--- config.mk ---
export PLATFORM = sky130hd
export DESIGN_NAME = tlv_record_field_parser
export DESIGN_NICKNAME = d
export VERILOG_FILES = /design/src/hdl/tlv_pkg.sv /design/src/hdl/tlv_record_field_parser.sv
export SDC_FILE = /design/constraint.sdc
export NUM_CORES = 1
export LEC_CHECK = 0
export BUFFER_PORTS_ARGS = -buffer_cell sky130_fd_sc_hd__buf_2
export CORE_AREA = 2 2 172 174
export DETAILED_ROUTE_END_ITERATION = 12
export DIE_AREA = 0 0 174 176
export GPL_ROUTABILITY_DRIVEN = 0
export SYNTH_ARGS = -nofsm -noshare
export SYNTH_HDL_FRONTEND = slang
export SYNTH_SLANG_ARGS = --single-unit
export TNS_END_PERCENT = 20
--- constraint.sdc ---
create_clock -name clk -period 4.9 [get_ports clk]
set_clock_uncertainty 0.1 [all_clocks]
set_input_delay 0.98 -clock clk [delete_from_list [all_inputs] [get_ports clk]]
set_output_delay 0.98 -clock clk [all_outputs]
set_load 0.02 [all_outputs]
--- src/hdl/tlv_pkg.sv ---
// Shared types and constants for the record field parser.
package tlv_pkg;

  localparam int unsigned BYTE_W   = 8;
  localparam int unsigned LEN_W    = 16;
  localparam int unsigned KIND_W   = 3;
  localparam int unsigned FIFO_DEP = 4;
  localparam int unsigned PTR_W    = $clog2(FIFO_DEP);
  localparam int unsigned CNT_W    = $clog2(FIFO_DEP + 1);

  localparam logic [LEN_W-1:0]  LEN_TERM   = 16'hFFFF;
  localparam logic [BYTE_W-1:0] TYPE_NOTES = 8'hFF;
  localparam logic [BYTE_W-1:0] TYPE_PASS  = 8'd2;

  typedef enum logic [2:0] {
    PH_LEN_HI = 3'd0,
    PH_LEN_LO = 3'd1,
    PH_TYPE   = 3'd2,
    PH_RSVD   = 3'd3,
    PH_DATA   = 3'd4,
    PH_DONE   = 3'd5
  } phase_t;

  typedef enum logic [KIND_W-1:0] {
    KIND_NAME  = 3'd0,
    KIND_ACCT  = 3'd1,
    KIND_PASS  = 3'd2,
    KIND_NOTES = 3'd3,
    KIND_SKIP  = 3'd4
  } kind_t;

  typedef struct packed {
    logic [1:0]        field_kind;
    logic [BYTE_W-1:0] data_byte;
    logic              has_data;
    logic              field_end;
    logic              record_done;
    logic              status;
  } result_t;

  localparam result_t RES_ZERO = '0;

endpackage

--- src/hdl/tlv_record_field_parser.sv ---
// Record field parser: header decode, data emit and result queue.
// Throughput: one input word per cycle unless in_stall; a word that causes two
//   results (underflow close) fills two slots of the 4-entry result queue, which
//   drains one result per cycle unless out_stall, and in_stall rises while fewer
//   than two slots are free. Results are registered into the queue.
// Reset: synchronous, active low; clears the parse state and empties the queue.
module tlv_record_field_parser (
  input  logic                     clk,
  input  logic                     rst_n,
  input  logic                     in_valid,
  output logic                     in_stall,
  input  logic [tlv_pkg::BYTE_W-1:0] in_byte_in,
  input  logic                     in_record_last,
  output logic                     out_valid,
  input  logic                     out_stall,
  output logic [1:0]               out_field_kind,
  output logic [tlv_pkg::BYTE_W-1:0] out_data_byte,
  output logic                     out_has_data,
  output logic                     out_field_end,
  output logic                     out_record_done,
  output logic                     out_status
);
  import tlv_pkg::*;

  phase_t                phase_r, phase_nxt;
  logic [LEN_W-1:0]      flen_r, flen_nxt;
  logic [LEN_W-1:0]      bcnt_r, bcnt_nxt;
  kind_t                 kind_r, kind_nxt;
  logic [BYTE_W-1:0]     fbyte_r, fbyte_nxt;

  result_t               fifo_r [FIFO_DEP];
  logic [PTR_W-1:0]      wr_ptr_r, rd_ptr_r;
  logic [CNT_W-1:0]      count_r;

  logic                  in_acc, out_acc;
  logic [LEN_W:0]        padded;
  logic [LEN_W:0]        idx_inc;
  logic [LEN_W-1:0]      len_word;
  logic                  known;
  logic                  closed;
  result_t               res0, res1;
  logic [1:0]            push_n;

  assign in_acc   = in_valid && !in_stall;
  assign out_acc  = out_valid && !out_stall;
  assign in_stall = count_r > CNT_W'(FIFO_DEP - 2);
  assign out_valid = count_r != '0;

  assign padded   = ({1'b0, flen_r} + (LEN_W+1)'(1)) & {1'b0, {(LEN_W-1){1'b1}}, 1'b0};
  assign idx_inc  = {1'b0, bcnt_r} + (LEN_W+1)'(1);
  assign len_word = {fbyte_r, in_byte_in};
  assign known    = kind_r != KIND_SKIP;

  // Phase and counter update.
  always_comb begin
    phase_nxt = phase_r;
    flen_nxt  = flen_r;
    bcnt_nxt  = bcnt_r;
    kind_nxt  = kind_r;
    fbyte_nxt = fbyte_r;
    unique case (phase_r)
      PH_LEN_HI: begin
        fbyte_nxt = in_byte_in;
        phase_nxt = PH_LEN_LO;
      end
      PH_LEN_LO: begin
        flen_nxt  = len_word;
        phase_nxt = (len_word == LEN_TERM) ? PH_DONE : PH_TYPE;
      end
      PH_TYPE: begin
        priority if (in_byte_in <= TYPE_PASS) begin
          kind_nxt = kind_t'(in_byte_in[KIND_W-1:0]);
        end else if (in_byte_in == TYPE_NOTES) begin
          kind_nxt = KIND_NOTES;
        end else begin
          kind_nxt = KIND_SKIP;
        end
        phase_nxt = PH_RSVD;
      end
      PH_RSVD: begin
        bcnt_nxt  = '0;
        phase_nxt = (padded == '0) ? PH_LEN_HI : PH_DATA;
      end
      PH_DATA: begin
        bcnt_nxt = idx_inc[LEN_W-1:0];
        if (idx_inc >= padded) begin
          phase_nxt = PH_LEN_HI;
        end
      end
      default: begin
      end
    endcase
    // End of buffer: return to the reset state.
    if (in_record_last) begin
      phase_nxt = PH_LEN_HI;
      flen_nxt  = '0;
      bcnt_nxt  = '0;
      kind_nxt  = KIND_SKIP;
      fbyte_nxt = '0;
    end
  end

  // Result generation.
  always_comb begin
    res0   = RES_ZERO;
    res1   = RES_ZERO;
    push_n = 2'd0;
    closed = 1'b0;
    unique case (phase_r)
      PH_LEN_HI, PH_TYPE: begin
      end
      PH_LEN_LO: begin
        if (len_word == LEN_TERM) begin
          res0.record_done = 1'b1;
          push_n = 2'd1;
          closed = 1'b1;
        end
      end
      PH_RSVD: begin
        if (padded == '0 && known) begin
          res0.field_kind = kind_r[1:0];
          res0.field_end  = 1'b1;
          push_n = 2'd1;
        end
      end
      PH_DATA: begin
        if (known && ({1'b0, bcnt_r} < {1'b0, flen_r})) begin
          res0.field_kind = kind_r[1:0];
          res0.data_byte  = in_byte_in;
          res0.has_data   = 1'b1;
          res0.field_end  = idx_inc == {1'b0, flen_r};
          push_n = 2'd1;
        end
      end
      default: begin
        closed = 1'b1;
      end
    endcase
    // Underflow close follows whatever this word produced.
    if (in_record_last && !closed) begin
      if (push_n == 2'd0) begin
        res0.record_done = 1'b1;
        res0.status      = 1'b1;
      end else begin
        res1.record_done = 1'b1;
        res1.status      = 1'b1;
      end
      push_n = push_n + 2'd1;
    end
  end

  always_ff @(posedge clk) begin
    if (!rst_n) begin
      phase_r <= PH_LEN_HI;
      flen_r  <= '0;
      bcnt_r  <= '0;
      kind_r  <= KIND_SKIP;
      fbyte_r <= '0;
    end else if (in_acc) begin
      phase_r <= phase_nxt;
      flen_r  <= flen_nxt;
      bcnt_r  <= bcnt_nxt;
      kind_r  <= kind_nxt;
      fbyte_r <= fbyte_nxt;
    end
  end

  logic [1:0] push_eff;
  assign push_eff = in_acc ? push_n : 2'd0;

  always_ff @(posedge clk) begin
    if (push_eff != 2'd0) begin
      fifo_r[wr_ptr_r] <= res0;
    end
    if (push_eff == 2'd2) begin
      fifo_r[wr_ptr_r + PTR_W'(1)] <= res1;
    end
  end

  always_ff @(posedge clk) begin
    if (!rst_n) begin
      wr_ptr_r <= '0;
      rd_ptr_r <= '0;
      count_r  <= '0;
    end else begin
      wr_ptr_r <= wr_ptr_r + PTR_W'(push_eff);
      if (out_acc) begin
        rd_ptr_r <= rd_ptr_r + PTR_W'(1);
      end
      count_r <= count_r + CNT_W'(push_eff) - CNT_W'(out_acc);
    end
  end

  result_t head;
  assign head            = fifo_r[rd_ptr_r];
  assign out_field_kind  = head.field_kind;
  assign out_data_byte   = head.data_byte;
  assign out_has_data    = head.has_data;
  assign out_field_end   = head.field_end;
  assign out_record_done = head.record_done;
  assign out_status      = head.status;

  a_no_overflow: assert property (@(posedge clk) disable iff (!rst_n)
    count_r <= CNT_W'(FIFO_DEP))
    else $error("result queue overflow");

  a_last_resets: assert property (@(posedge clk) disable iff (!rst_n)
    in_acc && in_record_last |=> phase_r == PH_LEN_HI && kind_r == KIND_SKIP)
    else $error("state not cleared after final word");

  a_done_no_data: assert property (@(posedge clk) disable iff (!rst_n)
    out_valid && out_record_done |-> !out_has_data && !out_field_end)
    else $error("closing result carries data");

  a_room_on_accept: assert property (@(posedge clk) disable iff (!rst_n)
    in_acc |-> count_r <= CNT_W'(FIFO_DEP - 2))
    else $error("word accepted without room for two results");

endmodule

* After elaboration in Yosys (flattened, before gate mapping) *
Memory sizes are Yosys's and may differ from the RTL's. A register that Yosys moved wholly into a read port is not among the register bits.
Cells that the tools add are included.

storage, ports and cells
  memories kept = 1
  bits in writable memories = 56
  word-level logic and storage cells = 95
  register bits = 53
  input bits = 13

operators by class
  add/sub/neg operators = 8
  reduce and logical (&&, ||, !) cells = 24
  multiplexer cells = 40
  magnitude comparators = 4
  equality and inequality tests = 10

memories
  name    words  bits a word  read ports  clocked after Yosys merged registers in  write ports  RTL line                       RTL
  fifo_r  4      14           1           1                                        2            tlv_record_field_parser.sv:31  result_t fifo_r [FIFO_DEP];

operators by type and width
  kind                                                  count
  two-way mux 16 bit                                    3
  one-hot mux 16 bit (2 select lines)                   1
  two-way mux 3 bit                                     8
  two-way mux 2 bit                                     9
  adder 16 x 1 -> 17 bit (second input constant)        1
  equality test 17 x 16 -> 1 bit                        1
  >= comparator 17 x 16 -> 1 bit                        1
  zero test 17 bit                                      1
  adder 16 x 1 -> 16 bit (second input constant)        1
  equality test 16 bit (second input constant)          1
  < comparator 16 bit                                   1
  two-way mux 8 bit                                     2
  one-hot mux 3 bit (5 select lines)                    1
  two-way mux 12 bit                                    1
  two-way mux 1 bit                                     10
  two-way mux 9 bit                                     1
  equality test 8 bit (second input constant)           1
  <= comparator 8 x 2 -> 1 bit (second input constant)  1
  AND reduction 2 bit                                   4
  nonzero test 2 bit                                    4
  adder 2 x 1 -> 2 bit (second input constant)          3
  equality test 3 x 2 -> 1 bit (second input constant)  2
  inequality test 3 bit (second input constant)         2
  one-hot mux 2 bit (3 select lines)                    1
  17 further kinds                                      25

* Depth between registers and ports, before layout *
Gate-level depths: netlist of the first run.

  depth after elaboration = 11
  gate-level depth with buffers = 18
  mapped depth without buffers = 16

* Least setup slack after synthesis of the first run *
Ideal clock, no wire load.

  path type = reg-to-reg
  start = reg flen_r[0]
  end = reg count_r[2]
  data required time = 4.685 ns
  data arrival time = 3.633 ns
  setup time = 0.115 ns
  period minus slack after synthesis = 3.847 ns
  path slack = 1.053 ns
  buffers on the path = 1
  stages on the path, launching flop included = 17
  cells stage by stage = dfxtp_1 -> ha_1 -> nand2_1 -> nor4_4 -> mux2_2 -> o2111a_1 -> nand3_2 -> nand3_1 -> ha_1 -> clkbuf_1 -> nand2_1 -> ha_1 -> inv_1 -> ha_1 -> fa_1 -> xnor2_1 -> and2_1

on the way
  word-level cells in the longest chain between the ends = 10
  elaborated cells on any way between the ends = 13
  those cells by class = add/sub: 4; order compare: 1; mux: 5; reduce/logical: 3

RTL lines
  element                               RTL line                        RTL
  start, declared                       tlv_record_field_parser.sv:26   logic [LEN_W-1:0] flen_r, flen_nxt;
  start signal, assigned                tlv_record_field_parser.sv:161  flen_r <= flen_nxt;
  adder 16 x 1 -> 16 bit                tlv_record_field_parser.sv:49   assign padded = ({1'b0, flen_r} + (LEN_W+1)'(1)) & {1'b0, {(LEN_W-1){1'b1}}, 1'b0};
  zero test 17 bit                      tlv_record_field_parser.sv:120  if (padded == '0 && known) begin
  logical AND 1 bit                     tlv_record_field_parser.sv:120
  two-way mux 1 bit                     tlv_record_field_parser.sv:120
  one-hot mux 2 bit (3 select lines) *  tlv_record_field_parser.sv:109  unique case (phase_r)
  adder 2 x 1 -> 2 bit                  tlv_record_field_parser.sv:148  push_n = push_n + 2'd1;
  two-way mux 2 bit *                   tlv_record_field_parser.sv:140  if (in_record_last && !closed) begin
  two-way mux 2 bit *                   tlv_record_field_parser.sv:169  assign push_eff = in_acc ? push_n : 2'd0;
  adder 3 x 2 -> 3 bit *                tlv_record_field_parser.sv:190  count_r <= count_r + CNT_W'(push_eff) - CNT_W'(out_acc);
  subtractor 3 x 1 -> 3 bit *           tlv_record_field_parser.sv:190
  end signal, assigned                  tlv_record_field_parser.sv:190
  end, declared                         tlv_record_field_parser.sv:33   logic [CNT_W-1:0] count_r;

Every way passes the cells marked *; elsewhere a longest branch is shown, timed or not.
A chain may end at the register's enable or synchronous reset.

==> results by group, run 1 <==
Clocking
  • TritonCTS Buffers: 9
  • TritonCTS clock tree: built
  • Hold buffer count at CTS: 0
  • Clock Path Buffers: 2
  • H-tree Lvls: 3
  • Clock-pin slew on the worst setup and hold paths: ~0.080 ns
  • Clock root buffer: clkbuf_16
  • Clk sinks: approximately 110
  • Post-CTS setup buffers: 0
  • Resized cells post-CTS: 0
  • Clock Latency Late Sink: 0.37 ns

Pwr
  • Clock power frac: 0.339
  • P_leak: 2.78 nW
  • Psw: 742 uW
  • Max VDD drop: roughly 0.00016 V
  • PwrDens: 285 mW/mm^2
  • Sequential power share: 0.460
  • Comb pwr share: 0.201
  • Switch share: 0.330
  • Internal power: about 1.5 mW

Synth
  • Post-synth net total: 900
  • Top FF cell, synth: dfxtp_1
  • Proportion of synthesized area in mux cells: 0.0546
  • Synth Register Bits: 111
  • Async S/R FF share, synth: 0
  • Number of synthesized flops with an enable pin: 8
  • Synth warn: 0
  • Unique masters post-synth: 70
  • Main combinational cell family by area after synthesis: simple AND/OR/NAND/NOR gates
  • XOR/XNOR Fraction of Synth Area: 0.0586
  • Syn Area/Cell: 8.39 um^2
  • Post-Synth Simple-Gate Area: 0.275
  • Adder-Cell Fraction of Synth Area: 0.0715
  • Synth Instances: 847
  • Synth Area in Compound Gates: 0.160
  • Cell area after synthesis: 0.00711 mm^2
  • Seq/Total Area, Yosys: 0.324

Placement
  • Post-Place Cell Area: 0.00757 mm^2
  • Place WS: 0.621 ns
  • HPWL after DPL: 13.9 mm
  • PortBufs: 28

Critical path
  • Worst Path Required: 4.86 ns
  • Worst-path fanout max: 14
  • CP arrival: 4.32 ns
  • Worst setup EP type: flip-flop
  • Critical path class: flip-flop to flip-flop
  • Setup crit start kind: flip-flop

Timing
  • Slew @ Worst Pin: 1.19 ns
  • Tcrit/Tclk final: 0.890
  • Final Hold Fails: 0
  • RSZ-0062 raised after global routing: false
  • Setup TNS: 0 ns
  • Final setup viols: 0
  • Slew Limit Fails: 0
  • Setup ws final: 0.540 ns
  • Max Clk Rate: 229 MHz
  • Tmin final: 4.36 ns
  • Rel. slew slack: 0.207

Global routing
  • Overall global routing resource usage: 0.124
  • Vias in the first global route: 5789
  • Grt total ovfl: 0
  • Antenna violations before repair: 0
  • Wire length of the first global-routing pass: between 30 and 40 mm
  • Pin count of the biggest net entering global routing: 55

Floorplanning
  • FP Rows: 62
  • Area of the die: a little over 0.03 mm^2
  • DIE WIDTH: between 150 and 200 um
  • Initial core utilization: 0.249
  • Die Ht: between 150 and 200 um
  • Core Region: 0.0285 mm^2
  • # IOs: 29

Final layout
  • Layout cells sized above 1: 0.116
  • Diode count: 0
  • # fillers: 3084
  • Post-Layout Inst Area: roughly 0.0079 mm^2
  • Core Util, Final: 0.276
  • Area Overhead vs Synth: 10.8%
  • NumNets Final: 887

Detailed routing
  • DRT Wirelength: 18.8 mm
  • Antenna Nets Post-Route: 0
  • WL per Instance: 15.4 um
  • Post-DR vias/cell: 4.93
  • Initial DRC count: 392
  • Pre-antenna DRT Iters: 7
  • DR DRC count: 0
  • Vias: 6026

Outcome
  • Status: completed

Job
  • Max-Cap Viols: 0

Min path
  • Type of the most critical hold path: flip-flop to flip-flop
## power by group through the flow
stage | logic, mW | registers, mW | clock network, mW
after detailed placement | 0.455 | 1.06 | 0
after CTS | 0.457 | 1.04 | 0.785
after floorplan | 0.387 | 0.995 | 0
final | 0.452 | 1.03 | 0.761
after global placement | 0.450 | 1.06 | 0
after global routing | 0.509 | 1.05 | 0.820
## cells in the final DEF (no fill, tap or decap), types with 6 or more instances in the layout
cell type  synthesis  routed
ha_1              39      39
edfxtp_1           8       8
clkbuf_16          0       9
and2_1            19      19
nor3b_1           28      28
nor3_1            22      22
o21ai_1           12      11
o21a_1             6       6
dfxtp_1          103     103
buf_4              1      13
nor2b_1           45      45
nand4_1           20      20
inv_1             35      35
xor2_1            11      11
nand2_1           73      73
o21ai_0           68      68
mux4_2            14      14
buf_2             15      28
nand3_1           45      45
a21oi_1           59      59
xnor2_1           34      34
nor2_1            38      38
## cells in the mapped netlist (all sizes together), types with 11 or more instances
cell type / count / area, um^2
nor3b: 28 / 210
ha: 39 / 488
nor2: 38 / 143
and2: 19 / 119
nor4: 13 / 169
nor3: 23 / 126
mux4: 14 / 315
xnor2: 34 / 298
nand4: 21 / 146
nand2: 74 / 280
dfxtp: 103 / 2060
xor2: 11 / 96.3
buf: 17 / 86.3
o21ai: 80 / 400
nand3: 49 / 280
nor2b: 45 / 282
a21oi: 59 / 295
clkbuf: 48 / 181
inv: 35 / 131
## final timing paths
check | start | cells after the start | slack (ns) | end
max | flen_r[1] | 11 | 0.54 | fifo_r[0][0]
min | fifo_r[3][8] | 2 | 0.36 | fifo_r[3][8]
max reg2reg | flen_r[1] | 11 | 0.54 | fifo_r[0][0]
min reg2reg | fifo_r[3][8] | 2 | 0.36 | fifo_r[3][8]
## metrics by stage
stage	hold WS (ns)	power, mW	cells
after floorplan	0.320	1.38	847
after global placement	0.329	1.51	1207
after detailed placement	0.343	1.51	1207
after CTS	0.360	2.28	1223
after global routing	0.379	2.38	1223
final	0.357	2.25	1223
## area by class of cell
type | count | area [um^2] | share of cell area
Clock inverter | 7 | 78.8 | 0.0100
Clock buffer | 9 | 225 | 0.0286
Inverter | 35 | 131 | 0.0167
Multi-Input combinational cell | 636 | 4420 | 0.561
Timing Repair Buffer | 41 | 238 | 0.0302
Sequential cell | 111 | 2300 | 0.292
Tap cell | 384 | 480 | 0.0610
## worst max-delay path: stages, from the launching register on
cell      delay (ns)
dfxtp_1         0.52
ha_1            0.35
nand2_1         0.19
nor4_4          0.43
nor4bb_1        0.37
o2111a_1        0.29
nand3_2         0.20
nand3_1         0.19
ha_1            0.32
nor2_1          0.15
nand4_1         0.59
nand2_1         0.34
## flip-flops by register name, summed over array words and instances (netlist names), named ones only
signal / count
fifo_r: 56
bcnt_r: 16
flen_r: 16
fbyte_r: 8
count_r: 3
kind_r: 3
phase_r: 3
rd_ptr_r: 2
wr_ptr_r: 2
## cell families (layout without fill, tap and decap cells)
| group | after synthesis | after routing |
|---|---|---|
| mux | 21 | 21 |
| fa+ha+maj | 40 | 40 |
| buf+inv | 100 | 92 |
| flops | 111 | 111 |
| xor+xnor | 46 | 46 |
| compound gates | 192 | 192 |
| simple gates | 337 | 337 |
## routing by layer
layer | global-route usage | up-vias | routed length [um] | part of all wire
li1 | - | 3008 | - | -
met1 | 0.158 | 2869 | 8700 | 0.46
met2 | 0.215 | 123 | 9060 | 0.48
met3 | 0.0245 | 26 | 731 | 0.039
met4 | 0.0340 | 0 | 349 | 0.019
met5 | 0 | - | 0 | 0
No activity file was read; power rests on OpenSTA's default activity.
==> run 2: changes to the inputs <==
Settings changed: CORE_AREA 2 2 172 174 to 2 2 117 119, DIE_AREA 0 0 174 176 to 0 0 119 121, PLACE_DENSITY set to 0.71.
==> results by group, run 2 (synthesis gave the netlist of run 1 again) <==
Pwr
  • Switch share: 0.317
  • PwrDens: 298 mW/mm^2
  • P_leak: roughly 2.8 nW
  • Comb pwr share: 0.198
  • Internal power: 1.55 mW
  • Psw: 719 uW
  • Max VDD drop: 0.000173 V
  • Clock power frac: 0.346
  • Sequential power share: 0.455

Critical path
  • Crit path launch: flen_r[1]
  • Worst setup EP type: flip-flop
  • RR Startpoint: flen_r[1]
  • Setup crit end: fifo_r[0][1]
  • Cells along the critical path: ha_1 > nand2_1 > nor4_4 > nor4bb_1 > o2111a_1 > nand3_2 > nand3_1 > ha_1 > nor2_1 > nand4_1 > nand2_1
  • Worst path depth: 11
  • Setup crit start kind: flip-flop
  • R2R Path End: fifo_r[0][1]
  • CP arrival: 4.32 ns
  • Worst reg2reg setup slack: 0.54 ns
  • Worst Path Required: 4.85 ns
  • CP delay by family, top: simple AND/OR/NAND/NOR gates
  • Critical path class: flip-flop to flip-flop
  • FF-to-FF path depth: 11
  • Buffer and inverter count on the worst path: 0
  • CP peak stage delay: 0.59 ns
  • CP max stage cell: nand4_1
  • Worst-path fanout max: 14

Global routing
  • Antenna violations before repair: 0
  • Vias in the first global route: 5939
  • Grt total ovfl: 0
  • Overall global routing resource usage: 0.255
  • Pin count of the biggest net entering global routing: 55
  • Wire length of the first global-routing pass: 29.5 mm

Final layout
  • Diode count: 0
  • Commonest cells after routing, fill and taps aside: dfxtp_1, nand2_1, o21ai_0, a21oi_1
  • Top reg by flops: fifo_r
  • Final Non-Filler Cells: 1012
  • Layout cells sized above 1: 0.112
  • Area Overhead vs Synth: 6.90%
  • Post-Layout Inst Area: 0.00760 mm^2
  • NumNets Final: 884
  • Commonest non-fill, non-tap cell in the layout: dfxtp_1
  • Number of flip-flops in the largest register: 56
  • Top flop regs: fifo_r (56), bcnt_r (16), flen_r (16)

Timing
  • WHS: 0.344 ns
  • Tcrit/Tclk final: 0.890
  • Tmin final: 4.36 ns
  • Setup ws final: 0.537 ns
  • Rel. slew slack: 0.125
  • Max Clk Rate: 229 MHz
  • Slew @ Worst Pin: 1.30 ns
  • Setup TNS: 0 ns
  • Slew Limit Fails: 0
  • Final Hold Fails: 0
  • RSZ-0062 raised after global routing: false
  • Final setup viols: 0

Floorplanning
  • Die Ht: roughly 120 um
  • DIE WIDTH: 119 um
  • # IOs: 29
  • FP Rows: 42
  • Area of the die: 0.0144 mm^2
  • Core Region: 0.0131 mm^2
  • Initial core utilization: 0.543

Detailed routing
  • Pre-antenna DRT Iters: 5
  • Post-DR vias/cell: 6.11
  • Vias: 6181
  • DRT Wirelength: 18.2 mm
  • WL per Instance: roughly 18 um
  • Antenna Nets Post-Route: 0
  • Initial DRC count: 544
  • DR DRC count: 0

Placement
  • Place WS: 0.601 ns
  • HPWL after DPL: 13.2 mm
  • Placed cell count: between 900 and 1000
  • PortBufs: 28
  • Post-Place Cell Area: 0.00729 mm^2

Clocking
  • TritonCTS clock tree: built
  • TritonCTS Buffers: 9
  • Clock Path Buffers: 2
  • H-tree Lvls: 3
  • Clk sinks: approximately 110
  • Post-CTS setup buffers: 0
  • Clock root buffer: clkbuf_16
  • Clock-pin slew on the worst setup and hold paths: 0.08 ns
  • Resized cells post-CTS: 0
  • Hold buffer count at CTS: 0
  • Clock Latency Late Sink: 0.36 ns

Job
  • Max-Cap Viols: 0

Min path
  • Min-delay src: fifo_r[3][13]
  • Type of the most critical hold path: flip-flop to flip-flop

Outcome
  • Status: completed
run 2: cell types whose count changed in the layout (fill, tap and decap cells not counted):
cell / change
inv_8: -1
buf_4: -3
clkinv_2: +1
inv_4: -1
bufinv_16: +1
clkinvlp_4: +1
clkinv_8: -1
run 2: how the worst min path moves through the flow:
stage / endpoint / slack, ns / depth (start not counted)
global route: fifo_r[3][12] / 0.38 / 2
global placement: fifo_r[1][11] / 0.33 / 2
detailed placement: fifo_r[3][13] / 0.34 / 2
CTS: fifo_r[3][13] / 0.35 / 2
finish: fifo_r[3][13] / 0.34 / 2
floorplan: fifo_r[3][10] / 0.32 / 2
run 2: layer usage:
| metal | share of wire | track usage |
|---|---|---|
| met5 | 0 | 0 |
| met1 | 0.43 | 0.308 |
| met4 | 0.022 | 0.100 |
| met2 | 0.50 | 0.455 |
| met3 | 0.042 | 0.0399 |
run 2: power groups by stage:
stage	clock, mW	sequential (mW)	combinational, mW
global placement	0	1.05	0.436
floorplan	0	0.995	0.387
CTS	0.786	1.03	0.452
global route	0.821	1.04	0.500
finish	0.785	1.03	0.450
detailed placement	0	1.06	0.450
run 2: worst register-to-register path: cells and delay by family, from the launching register on:
kind,cells,cell delay (ns)
AO/OA/AOI/OAI,1,0.29
adder cells (fa/ha/maj),2,0.68
AND/OR/NAND/NOR,8,2.46
flip-flops,1,0.54
run 2: cell type report:
| type | count | area (um^2) |
|---|---|---|
| Clock buffer | 9 | 225 |
| Clock inverter | 7 | 87.6 |
| Fill cell | 1187 | 5490 |
| Inverter | 35 | 131 |
| Multi-Input combinational cell | 636 | 4420 |
| Sequential cell | 111 | 2300 |
| Tap cell | 176 | 220 |
| Timing Repair Buffer | 38 | 215 |
run 2: stage by stage:
stage / total power [mW] / util
3_5_place_dp: 1.51 / 0.557
2_1_floorplan: 1.38 / -
6_report: 2.27 / 0.581
3_3_place_gp: 1.49 / 0.557
5_1_grt: 2.36 / 0.581
4_1_cts: 2.27 / 0.581
==> run 3: changes to the inputs <==
Settings changed: ABC_AREA set to 1, CORE_AREA 2 2 117 119 to 2 2 114 116, DIE_AREA 0 0 119 121 to 0 0 116 118, PLACE_DENSITY 0.71 to 0.72.
==> results by group, run 3 <==
Clocking
  • Clk sinks: about 110
  • Resized cells post-CTS: 0
  • Hold buffer count at CTS: 0
  • Post-CTS setup buffers: 0
  • Clock Latency Late Sink: 0.36 ns
  • H-tree Lvls: 3
  • Clock-pin slew on the worst setup and hold paths: roughly 0.080 ns
  • TritonCTS Buffers: 9
  • Clock Path Buffers: 2
  • TritonCTS clock tree: built
  • Clock root buffer: clkbuf_16

Timing
  • Tmin final: 3.75 ns
  • Slew Limit Fails: 0
  • Rel. slew slack: 0.218
  • Final setup viols: 0
  • Tcrit/Tclk final: 0.765
  • Slew @ Worst Pin: between 1 and 1.5 ns
  • Max Clk Rate: 267 MHz
  • Final Hold Fails: 0
  • Setup TNS: 0 ns
  • RSZ-0062 raised after global routing: false

Pwr
  • P_leak: ~3.2 nW
  • Max VDD drop: 0.000238 V
  • Internal power: 1.75 mW
  • PwrDens: around 400 mW/mm^2
  • Total Power: 2.88 mW
  • Psw: 1.13 mW
  • Sequential power share: 0.391
  • Clock power frac: 0.269
  • Switch share: 0.393
  • Comb pwr share: 0.340

Synth
  • Syn Area/Cell: 6.82 um^2
  • Synth Instances: 992
  • Top-count cell post-synth: nand2_1
  • Cell area after synthesis: between 0.006 and 0.007 mm^2
  • Commonest cells post-synth: nand2_1, nor2_1, dfxtp_1, inv_1, nand3_1
  • Number of synthesized flops with an enable pin: 8
  • Top cells by area, synth: dfxtp_1, nand2_1, ha_1, nand3_1, nor2_1
  • Synth Register Bits: 111
  • Top FF cell, synth: dfxtp_1
  • Seq/Total Area, Yosys: 0.340
  • Synth warn: 0
  • Leading area contributor after synthesis: dfxtp_1
  • Synth top area share: 0.305
  • Post-synth net total: 1045
  • Async S/R FF share, synth: 0
  • Unique masters post-synth: 41

Placement
  • PortBufs: 28
  • HPWL after DPL: 13.3 mm
  • Post-Place Cell Area: 0.00701 mm^2
  • Placed cell count: 1163

Final layout
  • Area of the multi-input gates: a little under 0.004 mm^2
  • Area Overhead vs Synth: 8.17%
  • Top flop regs: fifo_r (56), bcnt_r (16), flen_r (16)
  • NumNets Final: approximately 1100
  • Commonest cells after routing, fill and taps aside: nand2_1, nor2_1, dfxtp_1, inv_1, nand3_1
  • Core Util, Final: 0.590
  • Post-Layout Inst Area: 0.00732 mm^2
  • Diode count: 0
  • # fillers: 1225
  • FF+latch area: 0.00230 mm^2
  • Layout cells sized above 1: 0.0993
  • Final Non-Filler Cells: 1179
  • Number of flip-flops in the largest register: 56
  • Top reg by flops: fifo_r
  • Commonest non-fill, non-tap cell in the layout: nand2_1

Critical path
  • Critical path class: flip-flop to flip-flop
  • CP max stage cell: dfxtp_1
  • Crit path launch: bcnt_r[0]
  • Worst-path fanout max: 8
  • CP arrival: between 3 and 4 ns
  • Setup crit start kind: flip-flop
  • CP peak stage delay: ~0.52 ns
  • RR Startpoint: bcnt_r[0]
  • Worst Path Required: 5.05 ns
  • Worst reg2reg setup slack: 1.15 ns
  • Worst setup EP type: flip-flop
  • R2R Path End: count_r[2]
  • Cells along the critical path: inv_2 > ha_1 > inv_1 > a21oi_1 > o21ai_0 > nand2_1 > nand3_1 > nand2_1 > nand4_1 > buf_4 > nand3_1 > ha_1 > inv_1 > nor2_4 > inv_1 > ha_1 > inv_1 > ha_1 > fa_1 > o21ai_0 > a21oi_1
  • FF-to-FF path depth: 21

Global routing
  • Overall global routing resource usage: 0.270
  • Pin count of the biggest net entering global routing: 31
  • Antenna violations before repair: 0
  • Grt total ovfl: 0
  • Vias in the first global route: 5882
  • Wire length of the first global-routing pass: 29.1 mm

Floorplanning
  • Core Region: 0.0124 mm^2
  • Initial core utilization: 0.545
  • DIE WIDTH: 116 um
  • # IOs: 29
  • Area of the die: between 0.01 and 0.015 mm^2
  • FP Rows: 41
  • Die Ht: roughly 120 um

Detailed routing
  • Pre-antenna DRT Iters: 6
  • DR DRC count: 0
  • Vias: 6444
  • Initial DRC count: 530
  • DRT Wirelength: 17.9 mm
  • Post-DR vias/cell: approximately 5.5
  • WL per Instance: between 15 and 20 um
  • Antenna Nets Post-Route: 0

Outcome
  • Status: completed

Min path
  • Hold depth: 2
  • Hold EP: fifo_r[1][12]
  • Min-delay src: fifo_r[1][12]
  • Type of the most critical hold path: flip-flop to flip-flop

Job
  • Max-Cap Viols: 0
==> run 3: cell count changes in the layout (fill, tap and decap cells not counted), moves of 15 or more <==
cell,change
nor3b_1,-26
inv_1,+65
o21ai_1,+22
nor3_1,-15
nand3_1,+43
xnor2_1,-32
nor2_1,+71
nor2b_1,-45
nand2_1,+148
and2_1,-19
==> run 3: worst max path at each step <==
stage                     cells after the start           end
after global routing                         18  fifo_r[3][0]
after CTS                                    21    count_r[2]
after floorplan                              17    count_r[2]
final                                        21    count_r[2]
after global placement                       18    count_r[2]
after detailed placement                     18    count_r[2]
==> run 3: cells by family (layout without fill, tap and decap cells) <==
| logic type | after synthesis | after routing | share of synthesized area |
|---|---|---|---|
| and+or+nand+nor | 489 | 489 | 0.334 |
| AOI/OAI and AO/OA | 197 | 197 | 0.154 |
| adders and majority gates | 40 | 40 | 0.0750 |
| xor gates and xnor gates | 12 | 12 | 0.0155 |
| DFF | 111 | 111 | 0.340 |
| buffers and inverters | 143 | 158 | 0.0815 |
==> run 3: critical path: cells and delay by family, from the launching register on <==
family / cells / cell delay, ns
compound gates: 4 / 0.47
fa+ha+maj: 5 / 1.35
buf+inv: 6 / 0.56
flops: 1 / 0.52
simple gates: 6 / 0.61
==> run 3: per-layer routing <==
metal,vias to the layer above,share of wire,GRT usage
li1,3300,-,-
met1,2914,0.45,0.360
met2,198,0.46,0.433
met3,32,0.055,0.0443
met4,0,0.029,0.111
met5,-,0,0
==> run 3: cell type report <==
type	count	share of cell area
multi-input cells	738	0.535
flip-flops and latches	111	0.314
inverters	112	0.0574
clock buffers	9	0.0308
well taps	172	0.0294
repair buffers	30	0.0212
clock inverters	7	0.0121
==> run 3: stage by stage <==
step                worst slack (ns)  hold slack, ns
global route                   0.827           0.389
CTS                             1.19           0.374
detailed placement              1.12           0.360
finish                          1.15           0.373
global placement                1.16           0.355
floorplan                       1.43           0.336
==> run 3: power by group through the flow <==
stage,Combinational [mW],Clock (mW),Sequential [mW]
after floorplan,0.739,0,1.11
after global placement,0.963,0,1.14
after detailed placement,0.967,0,1.14
after CTS,0.973,0.783,1.12
after global routing,1.10,0.820,1.14
final,0.979,0.777,1.13
